===== config.mk =====
export PLATFORM = sky130hd
export DESIGN_NAME = multi_channel_heartbeat_watchdog
export DESIGN_NICKNAME = d
export VERILOG_FILES = /design/src/hdl/whb_pkg.sv /design/src/hdl/whb_front.sv /design/src/hdl/whb_queue.sv /design/src/hdl/whb_engine.sv /design/src/hdl/multi_channel_heartbeat_watchdog.sv
export SDC_FILE = /design/constraint.sdc
export NUM_CORES = 1
export LEC_CHECK = 0
export BUFFER_PORTS_ARGS = -buffer_cell sky130_fd_sc_hd__buf_2
export CORE_ASPECT_RATIO = 1.75
export CORE_MARGIN = 8
export CORE_UTILIZATION = 62
export CTS_CLUSTER_DIAMETER = 120
export DETAILED_ROUTE_END_ITERATION = 10
export GPL_ROUTABILITY_DRIVEN = 0
export GPL_TIMING_DRIVEN = 1
export PLACE_DENSITY = 0.84
export RECOVER_POWER = 25
export SLEW_MARGIN = 20
export SYNTH_ARGS = -nofsm -noshare
export SYNTH_HDL_FRONTEND = slang
export SYNTH_SLANG_ARGS = --single-unit

===== constraint.sdc =====
create_clock -name clock -period 7.61 [get_ports clock]
set_input_delay 1.522 -clock clock [delete_from_list [all_inputs] [get_ports clock]]
set_output_delay 1.522 -clock clock [all_outputs]
set_load 0.02 [all_outputs]

===== src/hdl/whb_pkg.sv =====
`default_nettype none

package whb_pkg;

   // fixed field widths
   localparam int OPCODE_W         = 2;
   localparam int CHAN_W           = 4;
   localparam int AGE_W            = 16;
   localparam int CSR_INDEX_W      = 2;
   localparam int CSR_DATA_W       = 16;

   localparam int CHANNELS_DEFAULT = 16;
   localparam int QUEUE_DEPTH      = 2;

   localparam logic [AGE_W-1:0] TIMEOUT_RESET = 16'd10;

   // request opcodes
   localparam logic [OPCODE_W-1:0] OP_TICK  = 2'd0;
   localparam logic [OPCODE_W-1:0] OP_FEED  = 2'd1;
   localparam logic [OPCODE_W-1:0] OP_QUERY = 2'd2;

   // register indexes
   localparam logic [CSR_INDEX_W-1:0] CSR_TIMEOUT = 2'd0;
   localparam logic [CSR_INDEX_W-1:0] CSR_CHECK   = 2'd1;

   // result kinds
   localparam logic KIND_QUERY   = 1'b0;
   localparam logic KIND_TIMEOUT = 1'b1;

   typedef enum logic [1:0] {
      CMD_TICK  = 2'd0,
      CMD_FEED  = 2'd1,
      CMD_QUERY = 2'd2
   } cmd_kind_type;

   typedef struct packed {
      cmd_kind_type      kind;
      logic              in_range;
      logic [CHAN_W-1:0] channel;
   } cmd_type;

   typedef struct packed {
      logic [AGE_W-1:0] timeout;
      logic             check_en;
   } cfg_type;

   typedef struct packed {
      logic              kind;
      logic [CHAN_W-1:0] channel_id;
      logic              registered;
      logic              alive;
      logic [AGE_W-1:0]  age;
      logic              last;
   } rsp_type;

endpackage

`default_nettype wire


===== src/hdl/whb_front.sv =====
`default_nettype none

module whb_front #(
   parameter int CHANNELS = whb_pkg::CHANNELS_DEFAULT
) (
   input  wire                              req_valid,
   output logic                             req_stall,
   input  wire  [whb_pkg::OPCODE_W-1:0]     req_opcode,
   input  wire  [whb_pkg::CHAN_W-1:0]       req_channel,
   input  wire                              queue_full,
   output logic                             push,
   output whb_pkg::cmd_type                 cmd
);

   // wide enough to hold CHANNELS up to 64
   localparam int CMP_W = 7;

   logic in_range;
   logic keep;

   assign in_range  = {{(CMP_W-whb_pkg::CHAN_W){1'b0}}, req_channel} < CMP_W'(CHANNELS);
   assign req_stall = queue_full;

   always_comb begin
      cmd.channel  = req_channel;
      cmd.in_range = in_range;
      cmd.kind     = whb_pkg::CMD_TICK;
      keep         = 1'b0;
      unique case (req_opcode)
         whb_pkg::OP_TICK: begin
            keep = 1'b1;
         end
         whb_pkg::OP_FEED: begin
            // feeds beyond the table are dropped here
            cmd.kind = whb_pkg::CMD_FEED;
            keep     = in_range;
         end
         whb_pkg::OP_QUERY: begin
            cmd.kind = whb_pkg::CMD_QUERY;
            keep     = 1'b1;
         end
         default: begin
            keep = 1'b0;
         end
      endcase
   end

   assign push = req_valid && !queue_full && keep;

endmodule

`default_nettype wire


===== src/hdl/whb_queue.sv =====
`default_nettype none

module whb_queue (
   input  wire              clock,
   input  wire              reset,
   input  wire              push,
   input  whb_pkg::cmd_type push_data,
   input  wire              pop,
   output logic             full,
   output logic             not_empty,
   output whb_pkg::cmd_type head
);

   localparam int PTR_W = (whb_pkg::QUEUE_DEPTH > 1) ? $clog2(whb_pkg::QUEUE_DEPTH) : 1;
   localparam int CNT_W = $clog2(whb_pkg::QUEUE_DEPTH + 1);

   whb_pkg::cmd_type slot_ff [whb_pkg::QUEUE_DEPTH];
   logic [PTR_W-1:0] wr_ptr_ff, wr_ptr_in;
   logic [PTR_W-1:0] rd_ptr_ff, rd_ptr_in;
   logic [CNT_W-1:0] count_ff, count_in;

   assign full      = (count_ff == CNT_W'(whb_pkg::QUEUE_DEPTH));
   assign not_empty = (count_ff != '0);
   assign head      = slot_ff[rd_ptr_ff];

   function automatic logic [PTR_W-1:0] bump(input logic [PTR_W-1:0] p);
      logic [PTR_W-1:0] r;
      r = (p == PTR_W'(whb_pkg::QUEUE_DEPTH - 1)) ? '0 : p + 1'b1;
      return r;
   endfunction

   always_comb begin
      wr_ptr_in = push ? bump(wr_ptr_ff) : wr_ptr_ff;
      rd_ptr_in = pop  ? bump(rd_ptr_ff) : rd_ptr_ff;
      count_in  = count_ff + CNT_W'(push) - CNT_W'(pop);
   end

   always_ff @(posedge clock) begin
      if (reset) begin
         wr_ptr_ff <= '0;
         rd_ptr_ff <= '0;
         count_ff  <= '0;
      end else begin
         wr_ptr_ff <= wr_ptr_in;
         rd_ptr_ff <= rd_ptr_in;
         count_ff  <= count_in;
      end
   end

   always_ff @(posedge clock) begin
      if (push) begin
         slot_ff[wr_ptr_ff] <= push_data;
      end
   end

endmodule

`default_nettype wire


===== src/hdl/whb_engine.sv =====
`default_nettype none

module whb_engine #(
   parameter int CHANNELS = whb_pkg::CHANNELS_DEFAULT
) (
   input  wire                           clock,
   input  wire                           reset,
   input  whb_pkg::cfg_type              cfg,
   input  wire                           cmd_valid,
   input  whb_pkg::cmd_type              cmd,
   output logic                          cmd_pop,
   output logic                          rsp_valid,
   input  wire                           rsp_stall,
   output whb_pkg::rsp_type              rsp_data
);

   localparam int IDX_W = (CHANNELS > 1) ? $clog2(CHANNELS) : 1;
   localparam int CNT_W = $clog2(CHANNELS + 1);
   localparam int AGE_W = whb_pkg::AGE_W;

   typedef enum logic [2:0] {
      ST_IDLE   = 3'b001,
      ST_QREPLY = 3'b010,
      ST_SCAN   = 3'b100
   } state_type;

   state_type state_ff, state_in;

   logic [CHANNELS-1:0] reg_flags_ff, reg_flags_in;
   logic [CHANNELS-1:0] alive_flags_ff, alive_flags_in;

   // age store: one write port, one registered read port
   logic [AGE_W-1:0] age_mem [CHANNELS];
   logic             wr_en;
   logic [IDX_W-1:0] wr_addr;
   logic [AGE_W-1:0] wr_data;
   logic             rd_en;
   logic [IDX_W-1:0] rd_addr;
   logic [AGE_W-1:0] rd_data_ff;

   // query context
   logic                       q_in_range_ff, q_in_range_in;
   logic [whb_pkg::CHAN_W-1:0] q_chan_ff, q_chan_in;
   logic [IDX_W-1:0]           q_idx_ff, q_idx_in;

   // scan pipeline: read stage and update stage
   logic [CNT_W-1:0] scan_ff, scan_in;
   logic             proc_valid_ff, proc_valid_in;
   logic [IDX_W-1:0] proc_idx_ff, proc_idx_in;

   // one timeout report held back until it is known whether it is the final one
   logic             held_valid_ff, held_valid_in;
   logic [IDX_W-1:0] held_idx_ff, held_idx_in;
   logic [AGE_W-1:0] held_age_ff, held_age_in;

   logic             rsp_valid_ff;
   whb_pkg::rsp_type rsp_data_ff;
   logic             push;
   whb_pkg::rsp_type push_data;
   logic             out_free;

   logic [IDX_W-1:0] cmd_idx;
   logic             issue;
   logic [AGE_W-1:0] new_age;
   logic             hit;
   logic             stall;

   assign cmd_idx  = IDX_W'(cmd.channel);
   assign out_free = !rsp_valid_ff || !rsp_stall;
   assign issue    = (scan_ff < CNT_W'(CHANNELS));
   assign new_age  = (rd_data_ff == '1) ? rd_data_ff : rd_data_ff + 1'b1;
   assign hit      = cfg.check_en && alive_flags_ff[proc_idx_ff] && (new_age > cfg.timeout);

   always_comb begin
      state_in       = state_ff;
      reg_flags_in   = reg_flags_ff;
      alive_flags_in = alive_flags_ff;
      q_in_range_in  = q_in_range_ff;
      q_chan_in      = q_chan_ff;
      q_idx_in       = q_idx_ff;
      scan_in        = scan_ff;
      proc_valid_in  = proc_valid_ff;
      proc_idx_in    = proc_idx_ff;
      held_valid_in  = held_valid_ff;
      held_idx_in    = held_idx_ff;
      held_age_in    = held_age_ff;
      cmd_pop        = 1'b0;
      wr_en          = 1'b0;
      wr_addr        = proc_idx_ff;
      wr_data        = new_age;
      rd_en          = 1'b0;
      rd_addr        = scan_ff[IDX_W-1:0];
      push           = 1'b0;
      stall          = 1'b0;

      push_data.kind       = whb_pkg::KIND_TIMEOUT;
      push_data.channel_id = whb_pkg::CHAN_W'(held_idx_ff);
      push_data.registered = 1'b1;
      push_data.alive      = 1'b0;
      push_data.age        = held_age_ff;
      push_data.last       = 1'b0;

      unique case (state_ff)
         ST_IDLE: begin
            if (cmd_valid) begin
               cmd_pop = 1'b1;
               unique case (cmd.kind)
                  whb_pkg::CMD_FEED: begin
                     reg_flags_in[cmd_idx]   = 1'b1;
                     alive_flags_in[cmd_idx] = 1'b1;
                     wr_en   = 1'b1;
                     wr_addr = cmd_idx;
                     wr_data = '0;
                  end
                  whb_pkg::CMD_QUERY: begin
                     rd_en         = cmd.in_range;
                     rd_addr       = cmd_idx;
                     q_in_range_in = cmd.in_range;
                     q_chan_in     = cmd.channel;
                     q_idx_in      = cmd_idx;
                     state_in      = ST_QREPLY;
                  end
                  default: begin
                     scan_in       = '0;
                     proc_valid_in = 1'b0;
                     held_valid_in = 1'b0;
                     state_in      = ST_SCAN;
                  end
               endcase
            end
         end
         ST_QREPLY: begin
            push_data.kind       = whb_pkg::KIND_QUERY;
            push_data.channel_id = q_chan_ff;
            push_data.registered = q_in_range_ff && reg_flags_ff[q_idx_ff];
            push_data.alive      = q_in_range_ff && reg_flags_ff[q_idx_ff]
                                   && alive_flags_ff[q_idx_ff];
            push_data.age        = push_data.registered ? rd_data_ff : '0;
            push_data.last       = 1'b1;
            if (out_free) begin
               push     = 1'b1;
               state_in = ST_IDLE;
            end
         end
         ST_SCAN: begin
            if (proc_valid_ff && reg_flags_ff[proc_idx_ff]) begin
               if (hit && held_valid_ff && !out_free) begin
                  stall = 1'b1;
               end else begin
                  wr_en = 1'b1;
                  if (hit) begin
                     alive_flags_in[proc_idx_ff] = 1'b0;
                     push          = held_valid_ff;
                     held_valid_in = 1'b1;
                     held_idx_in   = proc_idx_ff;
                     held_age_in   = new_age;
                  end
               end
            end
            if (!stall) begin
               proc_valid_in = issue;
               proc_idx_in   = scan_ff[IDX_W-1:0];
               if (issue) begin
                  rd_en   = 1'b1;
                  scan_in = scan_ff + 1'b1;
               end
               if (!proc_valid_ff && !issue) begin
                  if (held_valid_ff) begin
                     push_data.last = 1'b1;
                     if (out_free) begin
                        push          = 1'b1;
                        held_valid_in = 1'b0;
                        state_in      = ST_IDLE;
                     end
                  end else begin
                     state_in = ST_IDLE;
                  end
               end
            end
         end
         default: begin
            state_in = ST_IDLE;
         end
      endcase
   end

   always_ff @(posedge clock) begin
      if (reset) begin
         state_ff       <= ST_IDLE;
         reg_flags_ff   <= '0;
         alive_flags_ff <= '0;
         proc_valid_ff  <= 1'b0;
         held_valid_ff  <= 1'b0;
         rsp_valid_ff   <= 1'b0;
      end else begin
         state_ff       <= state_in;
         reg_flags_ff   <= reg_flags_in;
         alive_flags_ff <= alive_flags_in;
         proc_valid_ff  <= proc_valid_in;
         held_valid_ff  <= held_valid_in;
         if (push) begin
            rsp_valid_ff <= 1'b1;
         end else if (!rsp_stall) begin
            rsp_valid_ff <= 1'b0;
         end
      end
   end

   always_ff @(posedge clock) begin
      q_in_range_ff <= q_in_range_in;
      q_chan_ff     <= q_chan_in;
      q_idx_ff      <= q_idx_in;
      scan_ff       <= scan_in;
      proc_idx_ff   <= proc_idx_in;
      held_idx_ff   <= held_idx_in;
      held_age_ff   <= held_age_in;
      if (push) begin
         rsp_data_ff <= push_data;
      end
   end

   always_ff @(posedge clock) begin
      if (wr_en) begin
         age_mem[wr_addr] <= wr_data;
      end
      if (rd_en) begin
         rd_data_ff <= age_mem[rd_addr];
      end
   end

   assign rsp_valid = rsp_valid_ff;
   assign rsp_data  = rsp_data_ff;

   a_alive_needs_reg: assert property (@(posedge clock) disable iff (reset)
      (alive_flags_ff & ~reg_flags_ff) == '0)
      else $error("alive flag set on unregistered channel");

   a_timeout_fields: assert property (@(posedge clock) disable iff (reset)
      rsp_valid_ff && (rsp_data_ff.kind == whb_pkg::KIND_TIMEOUT)
      |-> rsp_data_ff.registered && !rsp_data_ff.alive)
      else $error("timeout report with bad status bits");

   a_feed_registers: assert property (@(posedge clock) disable iff (reset)
      cmd_pop && (cmd.kind == whb_pkg::CMD_FEED)
      |=> reg_flags_ff[$past(cmd_idx)] && alive_flags_ff[$past(cmd_idx)])
      else $error("feed did not register channel");

   a_held_in_scan: assert property (@(posedge clock) disable iff (reset)
      held_valid_ff |-> (state_ff == ST_SCAN))
      else $error("timeout report left over after scan");

   a_no_push_when_full: assert property (@(posedge clock) disable iff (reset)
      push |-> out_free)
      else $error("result overwritten before transfer");

endmodule

`default_nettype wire


===== src/hdl/multi_channel_heartbeat_watchdog.sv =====
// Channel  Direction  Handshake              Payload
// req      in         req_valid / req_stall  req_opcode, req_channel
// rsp      out        rsp_valid / rsp_stall  rsp_report_kind, rsp_channel_id, rsp_registered,
//                                            rsp_alive_flag, rsp_age_ticks, rsp_last
// csr      in         csr_valid / csr_ready  csr_index, csr_wdata
//
// Feed: handled in the back end's idle state. Query: registered read of the age store,
// then a reply state. Tick: the pop, one issue per channel through the single age store
// port, the update of the last channel and a closing step, plus any stalls on the rsp
// side while a timeout report waits to go out.
// Synchronous active-high reset clears all flags; the age store needs no clearing pass
// since an age is only used for a registered channel.
// A two-entry queue parts the front from the back; rsp has its own output register.
`default_nettype none

module multi_channel_heartbeat_watchdog #(
   parameter int CHANNELS = whb_pkg::CHANNELS_DEFAULT
) (
   input  wire                                clock,
   input  wire                                reset,

   input  wire                                req_valid,
   output logic                               req_stall,
   input  wire  [whb_pkg::OPCODE_W-1:0]       req_opcode,
   input  wire  [whb_pkg::CHAN_W-1:0]         req_channel,

   output logic                               rsp_valid,
   input  wire                                rsp_stall,
   output logic                               rsp_report_kind,
   output logic [whb_pkg::CHAN_W-1:0]         rsp_channel_id,
   output logic                               rsp_registered,
   output logic                               rsp_alive_flag,
   output logic [whb_pkg::AGE_W-1:0]          rsp_age_ticks,
   output logic                               rsp_last,

   input  wire                                csr_valid,
   output logic                               csr_ready,
   input  wire  [whb_pkg::CSR_INDEX_W-1:0]    csr_index,
   input  wire  [whb_pkg::CSR_DATA_W-1:0]     csr_wdata
);

   // config registers
   logic [whb_pkg::AGE_W-1:0] timeout_ff;
   logic                      check_en_ff;
   whb_pkg::cfg_type          cfg;

   // front to queue
   logic             front_push;
   whb_pkg::cmd_type front_cmd;
   logic             queue_full;

   // queue to back
   logic             queue_not_empty;
   whb_pkg::cmd_type queue_head;
   logic             queue_pop;

   whb_pkg::rsp_type rsp_data;

   // the user must make writes only while idle; the block does not enforce it, so always ready
   assign csr_ready = 1'b1;

   always_ff @(posedge clock) begin
      if (reset) begin
         timeout_ff  <= whb_pkg::TIMEOUT_RESET;
         check_en_ff <= 1'b0;
      end else if (csr_valid && csr_ready) begin
         unique case (csr_index)
            whb_pkg::CSR_TIMEOUT: timeout_ff  <= csr_wdata[whb_pkg::AGE_W-1:0];
            whb_pkg::CSR_CHECK:   check_en_ff <= csr_wdata[0];
            default: ; // unknown index: no effect
         endcase
      end
   end

   assign cfg.timeout  = timeout_ff;
   assign cfg.check_en = check_en_ff;

   whb_front #(
      .CHANNELS (CHANNELS)
   ) u_front (
      .req_valid   (req_valid),
      .req_stall   (req_stall),
      .req_opcode  (req_opcode),
      .req_channel (req_channel),
      .queue_full  (queue_full),
      .push        (front_push),
      .cmd         (front_cmd)
   );

   whb_queue u_queue (
      .clock     (clock),
      .reset     (reset),
      .push      (front_push),
      .push_data (front_cmd),
      .pop       (queue_pop),
      .full      (queue_full),
      .not_empty (queue_not_empty),
      .head      (queue_head)
   );

   whb_engine #(
      .CHANNELS (CHANNELS)
   ) u_engine (
      .clock     (clock),
      .reset     (reset),
      .cfg       (cfg),
      .cmd_valid (queue_not_empty),
      .cmd       (queue_head),
      .cmd_pop   (queue_pop),
      .rsp_valid (rsp_valid),
      .rsp_stall (rsp_stall),
      .rsp_data  (rsp_data)
   );

   assign rsp_report_kind = rsp_data.kind;
   assign rsp_channel_id  = rsp_data.channel_id;
   assign rsp_registered  = rsp_data.registered;
   assign rsp_alive_flag  = rsp_data.alive;
   assign rsp_age_ticks   = rsp_data.age;
   assign rsp_last        = rsp_data.last;

endmodule

`default_nettype wire

==> Word level (Yosys, flattened, before mapping) <==
Memories as Yosys holds them, arrays and structs flattened. A register that Yosys moved wholly into a read port is not among the register bits.
Index checks and enable logic that the tools add are counted.
{ "word_totals": {"regBits": 117, "latchBits": 0, "ramBits": 268, "mem_bits_ro": 0, "input_bits": 29, "output_inout_bits": 27, "wordCells": 195, "n_memories": 2} }
{ "mem_list": {"columns": ["name", "depth", "width", "read_ports", "rd_ports_with_merged_regs", "wr", "line", "rtl"], "rows": [
  ["u_engine.age_mem", 16, 16, 1, 1, 1, "whb_engine.sv:33", "logic [AGE_W-1:0] age_mem [CHANNELS];"],
  ["u_queue.slot_ff", 2, 6, 1, 1, 1, "whb_queue.sv:17", "whb_pkg::cmd_type slot_ff [whb_pkg::QUEUE_DEPTH];"]
]} }
{ "classes": {"n_addsub": 6, "n_mul": 0, "div_mod_pow": 0, "n_lt_le_gt_ge": 7, "eq_ne": 21, "n_shift": 0, "n_mux": 94, "bitwise": 6, "reduce_logical": 36} }
{ "ops": {"columns": ["operator", "count"], "rows": [
  ["$mux 16", 10],
  ["$mux 1", 51],
  ["$or 16x16->16", 2],
  ["$pmux 16 s2", 1],
  ["$mux 4", 6],
  ["$mux 23", 1],
  ["$mux 5", 4],
  ["$add 16x1->16 const B", 1],
  ["$and 16x16->16", 1],
  ["$bmux 1 s4", 4],
  ["$eq 16x16->1 const B", 1],
  ["$gt 16x16->1", 1],
  ["$not 16->16", 1],
  ["$lt 4x5->1 const B", 3],
  ["$mux 3", 5],
  ["$logic_and 1x1->1", 12],
  ["$ne 2x2->1 const B", 6],
  ["$pmux 1 s2", 6],
  ["$reduce_and 4->1", 3],
  ["$ne 2x1->1 const B", 5],
  ["$pmux 5 s2", 1],
  ["$pmux 3 s3", 1],
  ["$reduce_and 3->1", 3],
  ["$demux 1 s4", 2],
  ["23 further kinds", 39]
]} }

==> Depth between registers and ports, before layout <==
Gate-level depths: netlist of the first run.
{ "logic_depth": {"word_depth": 14, "ltp_mapped": 14, "depth_no_buf": 13} }

==> Hierarchy <==
A second synthesis of the first run with hierarchy kept.
{ "unflattened": {"cells_unflattened": 1232, "hier_area_um2": 17342.9} }
{ "by_module_without_submodules": {"columns": ["module", "instances", "cells_each", "area_each_um2"], "rows": [
  ["whb_engine", 1, 1102, 15758.9],
  ["multi_channel_heartbeat_watchdog", 1, 76, 780.7],
  ["whb_queue", 1, 43, 723.2],
  ["whb_front", 1, 11, 80.1]
]} }

==> Worst setup path after synthesis of the first run <==
Ideal clock, no wire load.
{ "synth_timing": {"path_type": "register to register", "startpoint": "reg u_engine.rd_data_ff[0] (read register of u_engine.age_mem)", "endpoint": "reg u_engine.rsp_data_ff, in the netlist u_engine.rsp_data[0], enable pin", "setup_ns": 0.445, "t_arrival_ns": 5.057, "required_ns": 7.165, "path_slack_ns": 2.108, "stages_incl_launch_ff": 13, "period_less_slack_ns": 5.502, "path_cell_list": "edfxtp_1 -> ha_1 -> nand2_1 -> nor4_2 -> nand2_1 -> mux2_2 -> ha_1 -> nor2b_1 -> o211ai_1 -> a2111oi_0 -> o41a_1 -> a21oi_1 -> a221oi_1"} }
{ "synth_via": {"elab_chain_len": 13} }
{ "synth_lines": {"columns": ["element", "line", "rtl"], "rows": [
  ["start: declaration", "whb_engine.sv:39", "logic [AGE_W-1:0] rd_data_ff;"],
  ["$add 16x1->16 or $eq 16x16->1 (tied branches)", "whb_engine.sv:71", "assign new_age = (rd_data_ff == '1) ? rd_data_ff : rd_data_ff + 1'b1;"],
  ["$mux 16 (*)", "whb_engine.sv:71", null],
  ["net u_engine.new_age[1]", "whb_engine.sv:64", "logic [AGE_W-1:0] new_age;"],
  ["$gt 16x16->1 (*)", "whb_engine.sv:72", "assign hit = cfg.check_en && alive_flags_ff[proc_idx_ff] && (new_age > cfg.timeout);"],
  ["$logic_and 1x1->1 (*)", "whb_engine.sv:72", null],
  ["$logic_and 1x1->1 (2 in series)", "whb_engine.sv:147", "if (hit && held_valid_ff && !out_free) begin"],
  ["$mux 1", "whb_engine.sv:147", null],
  ["$mux 1", "whb_engine.sv:146", "if (proc_valid_ff && reg_flags_ff[proc_idx_ff]) begin"],
  ["$mux 1", "whb_engine.sv:170", "if (out_free) begin"],
  ["$mux 1", "whb_engine.sv:168", "if (held_valid_ff) begin"],
  ["$mux 1", "whb_engine.sv:167", "if (!proc_valid_ff && !issue) begin"],
  ["$mux 1 (*)", "whb_engine.sv:160", "if (!stall) begin"],
  ["$pmux 1 s2 (*)", "whb_engine.sv:103", "unique case (state_ff)"],
  ["net u_engine.push", "whb_engine.sv:58", "logic push;"],
  ["end signal: assignment", "whb_engine.sv:218", "rsp_data_ff <= push_data;"],
  ["end: declaration", "whb_engine.sv:57", "whb_pkg::rsp_type rsp_data_ff;"]
]} }
The timed path passes the listed nets; every way through them passes the cells marked *. The select of a mux whose other input is x is not followed.
A chain may end at the register's enable or synchronous reset.

==> Worst setup path in the final report of the first run <==
{ "layout_timing": {"startpoint": "reg u_engine.rd_data_ff[0] (read register of u_engine.age_mem)", "endpoint": "reg u_engine.alive_flags_ff[1]"} }
{ "layout_via": {"elab_chain_len": 8} }
{ "layout_lines": {"columns": ["element", "line", "rtl"], "rows": [
  ["$add 16x1->16 or $eq 16x16->1 (tied branches)", "whb_engine.sv:71", null],
  ["$mux 16 (*)", "whb_engine.sv:71", null],
  ["net u_engine.new_age[1]", "whb_engine.sv:64", null],
  ["$gt 16x16->1 (*)", "whb_engine.sv:72", null],
  ["$logic_and 1x1->1 (*)", "whb_engine.sv:72", null],
  ["$logic_and 1x1->1 (2 in series)", "whb_engine.sv:147", null],
  ["$ne 2x2->1 (no line)", null, null],
  ["$reduce_and 6->1 (no line) (*)", null, null],
  ["end signal: assignment", "whb_engine.sv:198", "alive_flags_ff <= alive_flags_in;"],
  ["end: declaration", "whb_engine.sv:30", "logic [CHANNELS-1:0] alive_flags_ff, alive_flags_in;"]
]} }
The timed path passes the listed nets; every way through them passes the cells marked *.

==> results.yml, run 1 <==
synthesis:
  ys_seq_area_share_pct: 64.6
  synth_nets: 1546
  synth_compound_area_share_pct: 8.85
  ys.flop_type: "edfxtp_1"
  yosysMostFrequentCell: "edfxtp_1"
  muxShareOfSynthArea_pct: 3.53
  synth_xor_xnor_area_share_pct: 0.940
  synth_top_family_by_area: "simple AND/OR/NAND/NOR gates"
  synth-seq-cells: 401
  synthAdderAreaFrac_pct: 1.55
  ys_warn_count: 0
  syn_area_sq_mm: 0.0177
  yosysTopAreaCell: "edfxtp_1"
  yosysUniqueCellTypes: 68
  syn_inst: 1495
  synthSimpleGateAreaFrac_pct: 17.3
  synth-edff-count: 341
  syn_avg_cell_area_sq_um: 11.8
  synth_area_leaders: "edfxtp_1, nand3_1, dfxtp_1"
  synth_common_cells: "edfxtp_1, nand3_1, o21ai_0"
  synth_top_area_share_pct: 57.8
  ys_async_sr_fraction_pct: 0
power:
  p_leak_nw: 6.38
  ir_drop_v: 0.000208
  power_density_mw_per_mm2: 342
routing:
  drc_errors: 0
  finalWirelength_microns: 51400
  dr.pass1.iters: 7
  vias: 13000
  drt-wirelength-per-cell_microns: 26.9
  drt_iter0_drc: 1580
  ant_nets: 0
  via_per_inst: 6.80
final_layout:
  num-fill-cells: 1921
  nNetsFinal: 1555
  seqCellArea_sq_mm: 0.0114
  layout-drive-gt1-share_pct: 11.1
  multi_input_area_sq_mm: 0.00583
  area_delta_synth_final_pct: 10.3
  antenna_cells: 0
timing:
  setup-violations-final: 0
  setup_ws_ps: 1360
  slew_headroom_pct: -108
  clock_skew_ps: 16.3
  max_freq_mhz: 160
  rsz0062_at_grt: "false"
  fin_crit_ps: 6250
  period_share_pct: 82.1
  final_max_slew_viol_count: 79
  finalHoldViolCount: 0
  finalSetupTns_ps: 0
  tightest_slew_ps: 3120
worst_setup_path:
  worstPathCellList: "ha_1 -> nand2_1 -> nor4_1 -> nand2_1 -> mux2_1 -> ha_1 -> nor2b_1 -> o211ai_1 -> a2111oi_0 -> o41ai_2 -> nor4_4 -> buf_4 -> a311oi_1"
  critPathBufInv: 1
  cpPeakStageDelay_ps: 1100
  critPathRequiredTime_ps: 7870
  path_max_fanout: 19
  crit_family: "simple AND/OR/NAND/NOR gates"
  crit_slowest_cell: "nor4_1"
  start_kind: "register"
  cp_data_arrival_time_ps: 6510
  path_class: "reg -> reg"
  cp-end-kind: "register"
global_routing:
  grt_overflow: 0
  grt_pass1_wl_microns: 76600
  antenna_found_initial: 0
  globalRouteTotalUtil_pct: 30.5
  grt_max_degree: 66
  grt_pass1_vias: 12600
clocking:
  clk_path_buf_depth: 3
  cts_made_buffers: 35
  clk_pin_slew_worst_paths_ps: 70
  cts_root_buf: "clkbuf_16"
  clock-sinks: 401
  cts_tree: "yes"
  hold_buffers: 0
  cts_resized: 0
  clk_latency_ps: 540
  cts_max_level: 2
  post-cts-setup-buffers: 0
floorplanning:
  die_h_microns: 240
  start_util_pct: 62.3
  die-area_sq_mm: 0.0344
  die_w_microns: 144
  num_io_pins: 56
  coreArea_sq_mm: 0.0284
  num_rows: 82
status:
  violations: "max-capacitance violations, max-slew violations"
  outcome: "finished, violations left"
place:
  hpwl_microns: 32900
  dp_worst_setup_slack_ps: 2000
  portBuffers: 54
flow_run:
  cap_viol_max_count: 2
hold_path:
  hp-class: "reg -> reg"
==> report_power, final <==
part | switching [W] | internal [W] | leakage (nW) | total, W
logic | 0.00152 | 0.000477 | 2.22 | 0.00200
clock network | 0.000781 | 0.00114 | 0.596 | 0.00192
registers | 0.0000920 | 0.00268 | 3.57 | 0.00277
==> cell families after synthesis <==
logic type	after synthesis
simple gates	610
flops	401
compound gates	265
other cells	1
mux	36
fa+ha+maj	22
xor+xnor	19
buf+inv	141
==> metal layers <==
| layer | GRT usage, % | wire (microns) | up-vias |
|---|---|---|---|
| li1 | - | - | 5659 |
| met1 | 32.9 | 15900 | 6166 |
| met2 | 52.0 | 25900 | 919 |
| met3 | 6.55 | 5330 | 224 |
| met4 | 21.6 | 4190 | 0 |
| met5 | 0 | 0 | - |
==> registers in the layout, indices dropped and copies added, names as in the netlist, 2 cells and up, named ones only <==
signal                   flops
u_queue.slot_ff             12
u_queue.count_ff             2
u_engine.scan_ff             5
u_engine.age_mem           256
u_engine.proc_idx_ff         4
u_engine.alive_flags_ff     16
u_engine.rd_data_ff         16
u_engine.q_chan_ff           4
u_engine.rsp_data           24
u_engine.held_age_ff        16
u_engine.held_idx_ff         4
timeout_ff                  16
u_engine.state_ff            3
u_engine.reg_flags_ff       16
==> worst paths after layout <==
kind              slack [ps]                         end  depth (start not counted)              startpoint
hold / removal           450              timeout_ff[10]                          2          timeout_ff[10]
setup / recovery        1360  u_engine.alive_flags_ff[1]                         13  u_engine.rd_data_ff[0]
setup reg to reg        1360  u_engine.alive_flags_ff[1]                         13  u_engine.rd_data_ff[0]
hold reg to reg          450              timeout_ff[10]                          2          timeout_ff[10]
==> worst reg2reg max path, stage by stage, from the launching register on <==
cell       delay (ps)
edfxtp_1          420
ha_1              230
nand2_1           120
nor4_1           1100
nand2_1           470
mux2_1            500
ha_1              320
nor2b_1           130
o211ai_1           80
a2111oi_0         780
o41ai_2           280
nor4_4            950
buf_4             440
a311oi_1          150
==> stage by stage <==
stage	utilization (%)	cells	area, sq um	hold slack [ps]	total power, W
global placement	64.4	1844	18300	444	0.00460
CTS	68.8	1906	19500	456	0.00654
global route	68.7	1907	19500	481	0.00686
floorplan	-	1495	17700	424	0.00394
finish	68.7	1907	19500	454	0.00668
detailed placement	64.4	1844	18300	447	0.00466
==> cells in the final DEF (no fill, tap or decap), types with 9 or more instances in the layout <==
cell type  instances
edfxtp_1         341
nand3_1          284
o21ai_0          148
nand2_1           92
nor2_1            91
dfxtp_1           60
nand4_1           57
a21oi_1           37
clkbuf_16         37
clkbuf_1          37
inv_1             32
buf_2             25
buf_4             24
ha_1              22
a31oi_1           21
nor3_1            16
mux4_2            14
and2_1            12
xnor2_1           12
a21oi_2           11
mux2i_1           10
a211oi_2           9
==> area by class of cell <==
cell class / count / share of cell area, %
sequential: 401 / 58.6
multi-input combinational: 953 / 29.8
clock inverter: 17 / 1.31
clock buffer: 45 / 4.95
timing repair buffer: 80 / 2.22
inverter: 33 / 0.660
tap: 378 / 2.42
Power figures use the tool's default switching activity.
==> run 2, diff against run 1 <==
Settings changed: ABC_AREA from default to 1, CORE_UTILIZATION 62 to 56, PLACE_DENSITY 0.84 to 0.8.
Clock period 7.61 ns to 5.7 ns, I/O delays scaled along.
==> results.yml, run 2 <==
final_layout:
  layout-drive-gt1-share_pct: 7.15
  mostFrequentLayoutCell: "edfxtp_1"
  fin_area_sq_mm: 0.0193
  antenna_cells: 0
  final_cell_mix: "edfxtp_1, nand2_1, o21ai_0"
  nNetsFinal: 1745
  area_delta_synth_final_pct: 9.60
  largest_reg_flops: 256
  largest_register: "u_engine.age_mem"
  final_util_pct: 61.7
worst_setup_path:
  r2r_slack_ps: 980
  critPathRequiredTime_ps: 5850
  start_kind: "register"
  cp-end-kind: "register"
  path_class: "reg -> reg"
  path_max_fanout: 16
  cp_data_arrival_time_ps: 4870
synthesis:
  yosysUniqueCellTypes: 45
  syn_area_sq_mm: 0.0176
  synth_compound_area_share_pct: 14.7
  muxShareOfSynthArea_pct: 0
  syn_inst: 1652
  synth_xor_xnor_area_share_pct: 0.546
  synthAdderAreaFrac_pct: 1.56
  syn_avg_cell_area_sq_um: 10.7
  ys_async_sr_fraction_pct: 0
  synth_top_family_by_area: "compound AO/OA/AOI/OAI gates"
  synth_top_area_share_pct: 58.1
  ys.flop_type: "edfxtp_1"
  ys_warn_count: 0
  yosysTopAreaCell: "edfxtp_1"
  yosysMostFrequentCell: "edfxtp_1"
  synth_nets: 1703
  synth_area_leaders: "edfxtp_1, dfxtp_1, o21ai_0"
  synth-seq-cells: 401
  ys_seq_area_share_pct: 64.9
  synthSimpleGateAreaFrac_pct: 12.0
  synth_common_cells: "edfxtp_1, nand2_1, o21ai_0"
  synth-edff-count: 341
status:
  violations: "max-capacitance violations, max-slew violations"
  outcome: "finished, violations left"
routing:
  drt_iter0_drc: 1326
  wl_met1_microns: 14900
  via_per_inst: 6.09
  finalWirelength_microns: 44500
  wl_met3_microns: 3370
  vias: 12900
  dr.pass1.iters: 6
  dr_wl_met2_microns: 23800
  ant_nets: 0
  drt-wirelength-per-cell_microns: 21.0
  drc_errors: 0
  top_layer: "met4"
timing:
  clock_skew_ps: 18.6
  max_freq_mhz: 212
  setup-violations-final: 0
  final_max_slew_viol_count: 20
  period_share_pct: 82.9
  slew_headroom_pct: -1.90
  tightest_slew_ps: 1520
  finalHoldViolCount: 0
  fin_crit_ps: 4720
  rsz0062_at_grt: "false"
  finalSetupTns_ps: 0
clocking:
  clk_latency_ps: 530
  clock-sinks: 401
  hold_buffers: 0
  clk_pin_slew_worst_paths_ps: 70
  cts_max_level: 2
  cts_made_buffers: 35
  cts_tree: "yes"
  cts_root_buf: "clkbuf_16"
  cts_resized: 0
  post-cts-setup-buffers: 0
  clk_path_buf_depth: 3
floorplanning:
  die_h_microns: 251
  coreArea_sq_mm: 0.0313
  start_util_pct: 56.3
  die-area_sq_mm: 0.0376
  die_w_microns: 150
  num_rows: 86
  num_io_pins: 56
hold_path:
  hp-class: "reg -> reg"
place:
  portBuffers: 54
  hpwl_microns: 29100
  placed_cell_area_sq_mm: 0.0183
power:
  p_leak_nw: 6.90
  ir_drop_v: 0.000327
  power_density_mw_per_mm2: 465
global_routing:
  grt_pass1_vias: 12900
  antenna_found_initial: 0
  grt_overflow: 0
  grt_pass1_wl_microns: 69200
  globalRouteTotalUtil_pct: 23.7
  grt_max_degree: 138
flow_run:
  cap_viol_max_count: 1
-- run 2: layout make-up --
type                    count  area (sq um)
fillers                  2394         12000
flip-flops and latches    401         11400
multi-input cells         995          5130
clock buffers              43           947
inverters                 177           664
well taps                 396           495
repair buffers             84           467
clock inverters            21           188
-- run 2: logic make-up (layout without fill, tap and decap cells) --
kind of cell	Yosys count	after routing
AO/OA/AOI/OAI	444	444
XOR/XNOR	11	11
adder cells (fa/ha/maj)	22	22
buffers and inverters	256	325
flip-flops	401	401
other	1	1
AND/OR/NAND/NOR	517	517
-- run 2: final timing paths --
kind | from | end | cells past startpoint
worst min-delay path | u_engine.alive_flags_ff[0] | u_engine.alive_flags_ff[0] | 2
worst max-delay path | u_engine.rd_data_ff[0] | u_engine.age_mem[6][10] | 24
worst min register to register | u_engine.alive_flags_ff[0] | u_engine.alive_flags_ff[0] | 2
worst max register to register | u_engine.rd_data_ff[0] | u_engine.age_mem[6][10] | 24
-- run 2: critical path, cell delays in order, from the launching register on --
cell and delay (ps):
edfxtp_1 380, ha_1 200, inv_1 60, nor2_1 190, nand2_1 170, nor3_1 240
nand3_1 240, inv_1 160, nor3_1 60, xor2_1 210, inv_1 100, ha_1 300
nand2_1 70, inv_1 50, nand2_1 60, nand2_1 50, nand2_1 60, nand2_1 60
a21oi_1 120, nor2_1 150, nand2_1 90, nand3_1 70, nand2_1 230, nand2_1 180
nor2_2 810
-- run 2: where the power goes --
part / internal (W) / switching [W] / leakage, nW
registers: 0.00362 / 0.000123 / 3.56
clock network: 0.00133 / 0.00102 / 0.558
logic: 0.000762 / 0.00213 / 2.78
-- run 2: routing by layer --
layer	track usage (%)	vias to the layer above
met5	0	-
met4	14.4	0
met3	3.44	189
met2	42.8	719
met1	25.6	6118
li1	-	5870
-- run 2: stage by stage --
stage / hold slack, ps / power (W) / setup slack, ps / std cells
final: 467 / 0.00898 / 976 / 2117
after global placement: 436 / 0.00654 / 1370 / 2053
after global routing: 485 / 0.00940 / 632 / 2117
after floorplan: 421 / 0.00577 / 1850 / 1652
after detailed placement: 450 / 0.00662 / 1160 / 2053
after CTS: 462 / 0.00897 / 1120 / 2117
